<file path="config.mk">
export PLATFORM = sky130hd
export DESIGN_NAME = shortest_job_tick_scheduler_flat
export DESIGN_NICKNAME = d
export VERILOG_FILES = /design/src/hw/rtl/sjts_pkg.sv /design/src/hw/rtl/sjts_if.sv /design/src/hw/rtl/shortest_job_tick_scheduler.sv /design/src/flat_wrapper.sv
export SDC_FILE = /design/constraint.sdc
export NUM_CORES = 1
export LEC_CHECK = 0
export ABC_CLOCK_PERIOD_IN_PS = 11940
export BUFFER_PORTS_ARGS = -buffer_cell sky130_fd_sc_hd__buf_2
export CAP_MARGIN = 20
export CORE_MARGIN = 5
export CORE_UTILIZATION = 35
export CTS_CLUSTER_DIAMETER = 80
export DETAILED_ROUTE_END_ITERATION = 8
export PLACE_DENSITY = 0.54
export SETUP_SLACK_MARGIN = 0.5
export SYNTH_ARGS = -nofsm -noshare
export SYNTH_HDL_FRONTEND = slang
export SYNTH_SLANG_ARGS = --single-unit
</file>
<file path="constraint.sdc">
create_clock -name clk -period 11.94 [get_ports clk]
set_input_delay 1.194 -clock clk [delete_from_list [all_inputs] [get_ports clk]]
set_output_delay 1.194 -clock clk [all_outputs]
set_load 0.005 [all_outputs]
</file>
<file path="src/hw/rtl/sjts_pkg.sv">
// shared constants, types and state codes for the shortest job tick scheduler
package sjts_pkg;

    // table size and clock width
    localparam int MAX_JOBS  = 16;
    localparam int TIME_BITS = 16;
    localparam int SLOT_BITS = (MAX_JOBS > 1) ? $clog2(MAX_JOBS) : 1;

    // fixed field widths of the channels
    localparam int SLOT_FIELD_BITS = 4;
    localparam int WORK_BITS       = 16;
    localparam int OUT_TIME_BITS   = 16;
    localparam int SUM_BITS        = ((TIME_BITS > WORK_BITS) ? TIME_BITS : WORK_BITS) + 1;

    typedef logic [TIME_BITS-1:0]       time_t;
    typedef logic [SLOT_BITS-1:0]       slot_t;
    typedef logic [SLOT_FIELD_BITS-1:0] slot_field_t;
    typedef logic [WORK_BITS-1:0]       work_t;
    typedef logic [OUT_TIME_BITS-1:0]   out_time_t;
    typedef logic [SUM_BITS-1:0]        sum_t;

    localparam time_t TIME_MAX  = '1;
    localparam slot_t LAST_SLOT = slot_t'(MAX_JOBS - 1);

    // item kinds
    localparam logic KIND_LOAD = 1'b0;
    localparam logic KIND_TICK = 1'b1;

    // sequencer states
    typedef enum logic [2:0] {
        ST_IDLE,
        ST_LOAD,
        ST_SCAN,
        ST_SCAN_END,
        ST_UPDATE,
        ST_EMIT
    } state_t;

endpackage

</file>
<file path="src/hw/rtl/sjts_if.sv">
// valid/ready channel interfaces for job items and scheduler results

interface sjts_in_if;
    logic                        valid;
    logic                        ready;
    logic                        kind;
    sjts_pkg::slot_field_t       slot;
    logic [15:0]                 arrival_time;
    logic [15:0]                 burst_length;

    modport source (output valid, kind, slot, arrival_time, burst_length, input ready);
    modport sink   (input valid, kind, slot, arrival_time, burst_length, output ready);
endinterface

interface sjts_out_if;
    logic                        valid;
    logic                        ready;
    logic                        running;
    sjts_pkg::slot_field_t       run_slot;
    logic [15:0]                 time_now;
    logic                        finished;
    logic [15:0]                 wait_time;
    logic                        all_done;

    modport source (output valid, running, run_slot, time_now, finished, wait_time, all_done,
                    input ready);
    modport sink   (input valid, running, run_slot, time_now, finished, wait_time, all_done,
                    output ready);
endinterface

</file>
<file path="src/hw/rtl/shortest_job_tick_scheduler.sv">
// shortest remaining time first scheduler over a table of job slots
//
//   channel   direction  content
//   in_ch     in         kind, slot, arrival_time, burst_length
//   out_ch    out        running, run_slot, time_now, finished, wait_time, all_done
//   cfg       in         cfg_wr_en / cfg_wr_data: preemptive mode bit
//
// a load item passes the load and emit states; a tick item passes the scan, scan end,
// update and emit states, the scan reading one slot a cycle from the tables through one
// compare unit. reset clears the valid bits, clock and running mark; the tables
// themselves need no clearing. a new item is taken while a result still waits; the load
// and update steps hold until the previous result has left on out_ch.
module shortest_job_tick_scheduler (
    input  logic        clk,
    input  logic        rst_n,
    sjts_in_if.sink     in_ch,
    sjts_out_if.source  out_ch,
    input  logic        cfg_wr_en,
    input  logic        cfg_wr_data
);
    import sjts_pkg::*;

    // job tables, no reset: entries with a clear valid bit are never used
    time_t arr_mem   [MAX_JOBS];
    work_t burst_mem [MAX_JOBS];
    work_t rem_mem   [MAX_JOBS];

    state_t state_reg, state_next;

    logic [MAX_JOBS-1:0] live_reg, live_next;
    time_t clock_reg, clock_next;
    slot_t cur_slot_reg, cur_slot_next;
    logic  cur_valid_reg, cur_valid_next;
    logic  preempt_reg;

    // captured item
    logic        item_kind_reg;
    slot_field_t item_slot_reg;
    time_t       item_arr_reg;
    work_t       item_burst_reg;
    logic        forced_reg;

    // scan pipeline
    slot_t idx_reg;
    logic  rd_vld_reg;
    slot_t rd_idx_reg;
    time_t rd_arr_reg;
    work_t rd_burst_reg;
    work_t rd_rem_reg;

    // best candidate so far
    logic  best_found_reg;
    slot_t best_slot_reg;
    work_t best_rem_reg;
    time_t best_arr_reg;
    work_t best_burst_reg;

    // result stage
    logic        out_valid_reg;
    logic        res_running_reg, res_running_next;
    slot_field_t res_slot_reg, res_slot_next;
    out_time_t   res_time_reg, res_time_next;
    logic        res_finished_reg, res_finished_next;
    out_time_t   res_wait_reg, res_wait_next;
    logic        res_all_done_reg, res_all_done_next;

    // memory write port
    logic  wr_en;
    logic  wr_load;
    slot_t wr_addr;
    work_t wr_rem;

    logic  in_xfer;
    logic  out_xfer;
    logic  emit_go;
    logic  slot_ok;
    slot_t load_idx;
    time_t clock_inc;
    work_t rem_dec;
    sum_t  used_sum;
    sum_t  clock_ext;
    logic  cand;
    logic  better;

    assign in_ch.ready  = (state_reg == ST_IDLE);
    assign in_xfer      = in_ch.valid && in_ch.ready;
    assign out_xfer     = out_valid_reg && out_ch.ready;
    assign emit_go      = !out_valid_reg || out_ch.ready;

    assign out_ch.valid     = out_valid_reg;
    assign out_ch.running   = res_running_reg;
    assign out_ch.run_slot  = res_slot_reg;
    assign out_ch.time_now  = res_time_reg;
    assign out_ch.finished  = res_finished_reg;
    assign out_ch.wait_time = res_wait_reg;
    assign out_ch.all_done  = res_all_done_reg;

    assign slot_ok   = (32'(item_slot_reg) < 32'(MAX_JOBS));
    assign load_idx  = slot_t'(item_slot_reg);
    assign clock_inc = (clock_reg == TIME_MAX) ? clock_reg : clock_reg + time_t'(1);
    assign rem_dec   = best_rem_reg - work_t'(1);
    assign used_sum  = sum_t'(best_arr_reg) + sum_t'(best_burst_reg);
    assign clock_ext = sum_t'(clock_inc);

    // shared compare unit: one table entry against the best so far
    always_comb
    begin
        if (forced_reg)
            cand = (rd_idx_reg == cur_slot_reg);
        else
            cand = live_reg[rd_idx_reg] && (rd_arr_reg <= clock_reg);
        better = !best_found_reg
              || (rd_rem_reg < best_rem_reg)
              || ((rd_rem_reg == best_rem_reg) && (rd_arr_reg < best_arr_reg));
    end

    // sequencer: next state, state updates and result
    always_comb
    begin
        state_next        = state_reg;
        live_next         = live_reg;
        clock_next        = clock_reg;
        cur_slot_next     = cur_slot_reg;
        cur_valid_next    = cur_valid_reg;
        res_running_next  = res_running_reg;
        res_slot_next     = res_slot_reg;
        res_time_next     = res_time_reg;
        res_finished_next = res_finished_reg;
        res_wait_next     = res_wait_reg;
        res_all_done_next = res_all_done_reg;
        wr_en             = 1'b0;
        wr_load           = 1'b0;
        wr_addr           = best_slot_reg;
        wr_rem            = rem_dec;

        unique case (state_reg)
            ST_IDLE:
            begin
                if (in_xfer)
                begin
                    if (in_ch.kind == KIND_LOAD)
                        state_next = ST_LOAD;
                    else
                        state_next = ST_SCAN;
                end
            end
            ST_LOAD:
            begin
                // wait until the result registers are free
                if (emit_go)
                begin
                    if (slot_ok)
                    begin
                        wr_en     = 1'b1;
                        wr_load   = 1'b1;
                        wr_addr   = load_idx;
                        wr_rem    = item_burst_reg;
                        live_next[load_idx] = (item_burst_reg != '0);
                        if (cur_valid_reg && (cur_slot_reg == load_idx))
                            cur_valid_next = 1'b0;
                    end
                    res_running_next  = 1'b0;
                    res_slot_next     = '0;
                    res_time_next     = out_time_t'(clock_reg);
                    res_finished_next = 1'b0;
                    res_wait_next     = '0;
                    res_all_done_next = ~|live_next;
                    state_next        = ST_EMIT;
                end
            end
            ST_SCAN:
            begin
                if (idx_reg == LAST_SLOT)
                    state_next = ST_SCAN_END;
            end
            ST_SCAN_END:
            begin
                state_next = ST_UPDATE;
            end
            ST_UPDATE:
            begin
                // wait until the result registers are free
                if (emit_go)
                begin
                    clock_next        = clock_inc;
                    res_time_next     = out_time_t'(clock_inc);
                    res_finished_next = 1'b0;
                    res_wait_next     = '0;
                    if (best_found_reg)
                    begin
                        wr_en            = 1'b1;
                        res_running_next = 1'b1;
                        res_slot_next    = slot_field_t'(best_slot_reg);
                        cur_slot_next    = best_slot_reg;
                        cur_valid_next   = (rem_dec != '0);
                        if (rem_dec == '0)
                        begin
                            live_next[best_slot_reg] = 1'b0;
                            res_finished_next        = 1'b1;
                            if (clock_ext > used_sum)
                                res_wait_next = out_time_t'(clock_ext - used_sum);
                        end
                    end
                    else
                    begin
                        res_running_next = 1'b0;
                        res_slot_next    = '0;
                        cur_valid_next   = 1'b0;
                    end
                    res_all_done_next = ~|live_next;
                    state_next        = ST_EMIT;
                end
            end
            ST_EMIT:
            begin
                if (emit_go)
                    state_next = ST_IDLE;
            end
            default:
            begin
                state_next = ST_IDLE;
            end
        endcase
    end

    // control registers
    always_ff @(posedge clk or negedge rst_n)
    begin
        if (!rst_n)
        begin
            state_reg     <= ST_IDLE;
            live_reg      <= '0;
            clock_reg     <= '0;
            cur_slot_reg  <= '0;
            cur_valid_reg <= 1'b0;
            preempt_reg   <= 1'b1;
            out_valid_reg <= 1'b0;
            rd_vld_reg    <= 1'b0;
            best_found_reg <= 1'b0;
        end
        else
        begin
            state_reg     <= state_next;
            live_reg      <= live_next;
            clock_reg     <= clock_next;
            cur_slot_reg  <= cur_slot_next;
            cur_valid_reg <= cur_valid_next;
            if (cfg_wr_en)
                preempt_reg <= cfg_wr_data;
            // result stage handoff
            if (state_reg == ST_EMIT && emit_go)
                out_valid_reg <= 1'b1;
            else if (out_xfer)
                out_valid_reg <= 1'b0;
            rd_vld_reg <= (state_reg == ST_SCAN);
            // best candidate tracking
            if (in_xfer)
                best_found_reg <= 1'b0;
            else if (rd_vld_reg && cand && better)
                best_found_reg <= 1'b1;
        end
    end

    // payload registers
    always_ff @(posedge clk)
    begin
        res_running_reg  <= res_running_next;
        res_slot_reg     <= res_slot_next;
        res_time_reg     <= res_time_next;
        res_finished_reg <= res_finished_next;
        res_wait_reg     <= res_wait_next;
        res_all_done_reg <= res_all_done_next;
        // item capture on input transfer
        if (in_xfer)
        begin
            item_kind_reg  <= in_ch.kind;
            item_slot_reg  <= in_ch.slot;
            item_arr_reg   <= time_t'(in_ch.arrival_time);
            item_burst_reg <= work_t'(in_ch.burst_length);
            forced_reg     <= !preempt_reg && cur_valid_reg && live_reg[cur_slot_reg]
                              && (in_ch.kind == KIND_TICK);
            idx_reg        <= '0;
        end
        else if (state_reg == ST_SCAN)
        begin
            idx_reg <= idx_reg + slot_t'(1);
        end
        // winner of each compare
        if (rd_vld_reg && cand && better)
        begin
            best_slot_reg  <= rd_idx_reg;
            best_rem_reg   <= rd_rem_reg;
            best_arr_reg   <= rd_arr_reg;
            best_burst_reg <= rd_burst_reg;
        end
    end

    // table read port, one slot per scan cycle
    always_ff @(posedge clk)
    begin
        rd_idx_reg   <= idx_reg;
        rd_arr_reg   <= arr_mem[idx_reg];
        rd_burst_reg <= burst_mem[idx_reg];
        rd_rem_reg   <= rem_mem[idx_reg];
    end

    // table write port
    always_ff @(posedge clk)
    begin
        if (wr_en)
        begin
            rem_mem[wr_addr] <= wr_rem;
            if (wr_load && item_kind_reg == KIND_LOAD)
            begin
                arr_mem[wr_addr]   <= item_arr_reg;
                burst_mem[wr_addr] <= item_burst_reg;
            end
        end
    end

endmodule

</file>
<file path="src/flat_wrapper.sv">
// flat-port wrapper written by rule: the top's interface ports become plain ports
module shortest_job_tick_scheduler_flat import sjts_pkg::*;
  (clk, rst_n, cfg_wr_en, cfg_wr_data, in_ch_valid, in_ch_kind, in_ch_slot, in_ch_arrival_time, in_ch_burst_length, in_ch_ready, out_ch_valid, out_ch_running, out_ch_run_slot, out_ch_time_now, out_ch_finished, out_ch_wait_time, out_ch_all_done, out_ch_ready);
  sjts_in_if in_ch_i ();
  sjts_out_if out_ch_i ();
  input  logic clk;
  input  logic rst_n;
  input  logic cfg_wr_en;
  input  logic cfg_wr_data;
  input wire logic [$bits(in_ch_i.valid)-1:0] in_ch_valid;
  input wire logic [$bits(in_ch_i.kind)-1:0] in_ch_kind;
  input wire logic [$bits(in_ch_i.slot)-1:0] in_ch_slot;
  input wire logic [$bits(in_ch_i.arrival_time)-1:0] in_ch_arrival_time;
  input wire logic [$bits(in_ch_i.burst_length)-1:0] in_ch_burst_length;
  output wire logic [$bits(in_ch_i.ready)-1:0] in_ch_ready;
  output wire logic [$bits(out_ch_i.valid)-1:0] out_ch_valid;
  output wire logic [$bits(out_ch_i.running)-1:0] out_ch_running;
  output wire logic [$bits(out_ch_i.run_slot)-1:0] out_ch_run_slot;
  output wire logic [$bits(out_ch_i.time_now)-1:0] out_ch_time_now;
  output wire logic [$bits(out_ch_i.finished)-1:0] out_ch_finished;
  output wire logic [$bits(out_ch_i.wait_time)-1:0] out_ch_wait_time;
  output wire logic [$bits(out_ch_i.all_done)-1:0] out_ch_all_done;
  input wire logic [$bits(out_ch_i.ready)-1:0] out_ch_ready;
  assign in_ch_i.valid = in_ch_valid;
  assign in_ch_i.kind = in_ch_kind;
  assign in_ch_i.slot = in_ch_slot;
  assign in_ch_i.arrival_time = in_ch_arrival_time;
  assign in_ch_i.burst_length = in_ch_burst_length;
  assign in_ch_ready = in_ch_i.ready;
  assign out_ch_valid = out_ch_i.valid;
  assign out_ch_running = out_ch_i.running;
  assign out_ch_run_slot = out_ch_i.run_slot;
  assign out_ch_time_now = out_ch_i.time_now;
  assign out_ch_finished = out_ch_i.finished;
  assign out_ch_wait_time = out_ch_i.wait_time;
  assign out_ch_all_done = out_ch_i.all_done;
  assign out_ch_i.ready = out_ch_ready;
  shortest_job_tick_scheduler u_core (.clk(clk), .rst_n(rst_n), .in_ch(in_ch_i), .out_ch(out_ch_i), .cfg_wr_en(cfg_wr_en), .cfg_wr_data(cfg_wr_data));
endmodule
</file>
==> impl_metrics.csv <==
group,metric,value,unit
run_status,status,"complete, no violations",
setup_path,crit_family,"simple AND/OR/NAND/NOR gates",
clock_tree,cts_buffers,104,
setup_path,r2r_start,"u_core.clock_reg[0]",
synth,ys_warn_count,0,
synth,ys_ff_latch,997,
synth,netlist_instances,2205,
timing,fin_crit,5.561,ns
global_route,track_usage,16.67,%
power_and_ir_drop,powerDensity,209.2,mW/mm2
setup_path,path_max_fanout,16,
clock_tree,path_clk_slew,0.06,ns
routing,vias,21069,
place,place_congestion,0.8554,
routing,first_pass_iters,5,
timing,slew_headroom,24.39,%
die,core-area,0.1157,mm2
global_route,grt_pass1_vias,21838,
clock_tree,hold_buffers,0,
setup_path,cp_data_required_time,12.41,ns
power_and_ir_drop,pwr-share-clk,32.5,%
die,die_y,350.9,um
setup_path,cp.arrival,6.03,ns
synth,synthMostInstantiatedCell,"edfxtp_1",
place,dp_hpwl,59.27,mm
setup_path,crit_path_max_incr_delay,0.67,ns
clock_tree,cts_max_path_buffers,3,
global_route,grt_max_degree,149,
place,port_buffers,83,
global_route,antenna_found_initial,4,
power_and_ir_drop,p_leak,15.12,nW
power_and_ir_drop,seqPwrFrac,47.9,%
setup_path,crit_slowest_cell,"nor2b_1",
clock_tree,cts-root-buf,"clkbuf_16",
setup_path,worstPathCellList,"ha_1 > nand2_1 > nor4_1 > and3_1 > nor2b_1 > nor4_1 > nand3_1 > xnor2_1 > ha_1 > nand3_1 > o21bai_1 > a21o_1 > a311oi_1 > a211oi_1 > a221o_1 > a2111oi_1",
routing,detail_route.wl_per_cell,25.76,um
setup_path,endpoint_kind,"flip-flop",
setup_path,worst-setup-path-type,"reg2reg",
die,start_util,35.15,%
layout,drive_gt1_share,25.11,%
power_and_ir_drop,power.switching,0.002771,W
job,cap_violations,0,
setup_path,crit_buf_inv,0,
clock_tree,post-cts-setup-buffer-count,0,
die,die_w,350.9,um
routing,finalWirelength,102.6,mm
routing,postRouteAntennaNets,0,
clock_tree,ctsResizeCount,0,
synth,synthFlopType,"edfxtp_1",
timing,fin_crit_sh,46.57,%
global_route,grt_overflow,0,
timing,slew_violations,0,
routing,drcViolationCount,0,
setup_path,cp-start-kind,"flip-flop",
clock_tree,cts_tree,"built",
routing,vias_per_cell,5.291,
timing,worst_clock_skew,0.02871,ns
power_and_ir_drop,ir_worst_vdd,0.1266,mV
layout,area_delta_synth_final,15.08,%
timing,rsz0062_at_grt,"false",
hold_path,min_path_type,"in2async",
clock_tree,clock-sinks,997,
global_route,grt_pass1_wl,150.1,mm
synth,synth_cell_type_count,74,
layout,fin_nets,2495,
power_and_ir_drop,internal_power,0.007022,W
synth,synth_area_leaders,"edfxtp_1, mux4_2, dfxtp_1, dfrtp_1, ha_1",
die,die_area,0.1231,mm2
die,rows,125,
power_and_ir_drop,switching_share,28.29,%
setup_path,r2r_setup_slack,6.38,ns
power_and_ir_drop,p_comb_share,19.6,%
timing,hold_viol_final,0,
synth,synth_top_area_share,66.22,%
setup_path,timing.rr.end,"u_core.out_ch.wait_time[13]",
synth,synth_common_cells,"edfxtp_1, mux4_2, nor2_1",
synth,synth-async-reset-ratio,4.413,%
routing,drt_iter0_drc,1747,
timing,tightest_slew,1.134,ns
timing,fmax,179.8,MHz
synth,seq_area_frac_synth,71.69,%
power_and_ir_drop,power,0.009792,W
clock_tree,clk_latency,0.68,ns
clock_tree,cts.htree.levels,3,
die,ios,84,
synth,yosys.area.top_type,"edfxtp_1",
synth,synth_edf_count,897,
timing,finalSetupViolations,0,
setup_path,rr_worst_depth,16,
synth,synth_area,0.04068,mm2
layout,reg_top3,"u_core.arr_mem (256), u_core.burst_mem (256), u_core.rem_mem (256)",
timing,finalSetupTns,0,ns
synth,synth.avg_cell_area,18.45,um2
synth,syn_nets,2333,
-- layout by cell type (no fill, tap or decap), types with 69 or more instances in the layout --
cell type,instances
edfxtp_1,897
buf_2,83
nand2_1,91
clkbuf_16,104
nor2_1,81
ha_1,83
a21oi_1,69
mux4_2,250
inv_1,73
-- cell type report --
class	count	area, um2
Fill cell	10332	68920
Sequential cell	997	29170
Multi-Input combinational cell	1038	11060
Clock buffer	148	2918
Tap cell	1524	1907
Timing Repair Buffer	151	970.9
Clock inverter	48	494.2
Inverter	75	281.5
Antenna cell	1	2.502
-- kinds of logic (layout without fill, tap and decap cells) --
family | Yosys count | after routing | synth area share, %
DFF | 997 | 997 | 71.69
and+or+nand+nor | 369 | 369 | 4.479
muxes | 262 | 262 | 14.15
AOI/OAI and AO/OA | 243 | 243 | 3.688
buffers and inverters | 170 | 422 | 1.600
adders and majority gates | 85 | 85 | 2.652
xor gates and xnor gates | 79 | 79 | 1.747
other | 0 | 1 | 0
-- power groups by stage --
| stage | Clock (W) | Combinational [W] | Sequential, W |
|---|---|---|---|
| after floorplan | 0 | 0.00134 | 0.00456 |
| after global placement | 0 | 0.00190 | 0.00476 |
| after detailed placement | 0 | 0.00192 | 0.00477 |
| after CTS | 0.00326 | 0.00193 | 0.00470 |
| after global routing | 0.00342 | 0.00210 | 0.00473 |
| final | 0.00318 | 0.00192 | 0.00469 |
-- worst max path at each step --
stage,startpoint,end,slack (ns),cells after the start
after floorplan,out_ch_ready,u_core.arr_mem[15][0],6.31,5
after global placement,u_core.clock_reg[0],u_core.out_ch.wait_time[13],6.47,16
after detailed placement,u_core.clock_reg[0],u_core.out_ch.wait_time[13],6.36,16
after CTS,u_core.clock_reg[0],u_core.out_ch.wait_time[13],6.33,16
after global routing,u_core.clock_reg[0],u_core.out_ch.wait_time[13],5.70,16
final,u_core.clock_reg[0],u_core.out_ch.wait_time[13],6.38,16
-- metal layers --
layer  part of all wire [%]  vias up  track usage (%)
li1                       -     9181                -
met1                     43    11052            22.99
met2                     48      674            27.25
met3                    5.8      158            2.785
met4                    2.7        4            5.278
met5                  0.020        -                0
-- per-stage QoR --
step	utilization [%]	setup WS [ns]	area (um2)	hold WS [ns]	std cells
floorplan	-	6.310	40680	0.3290	2205
global placement	37.40	6.465	43280	0.3898	3774
detailed placement	37.40	6.357	43280	0.3910	3774
CTS	40.35	6.332	46690	0.3969	3970
global route	40.45	5.696	46810	0.3559	3981
finish	40.45	6.379	46810	0.3689	3982
Note: power is estimated with default switching activity, not from simulation.
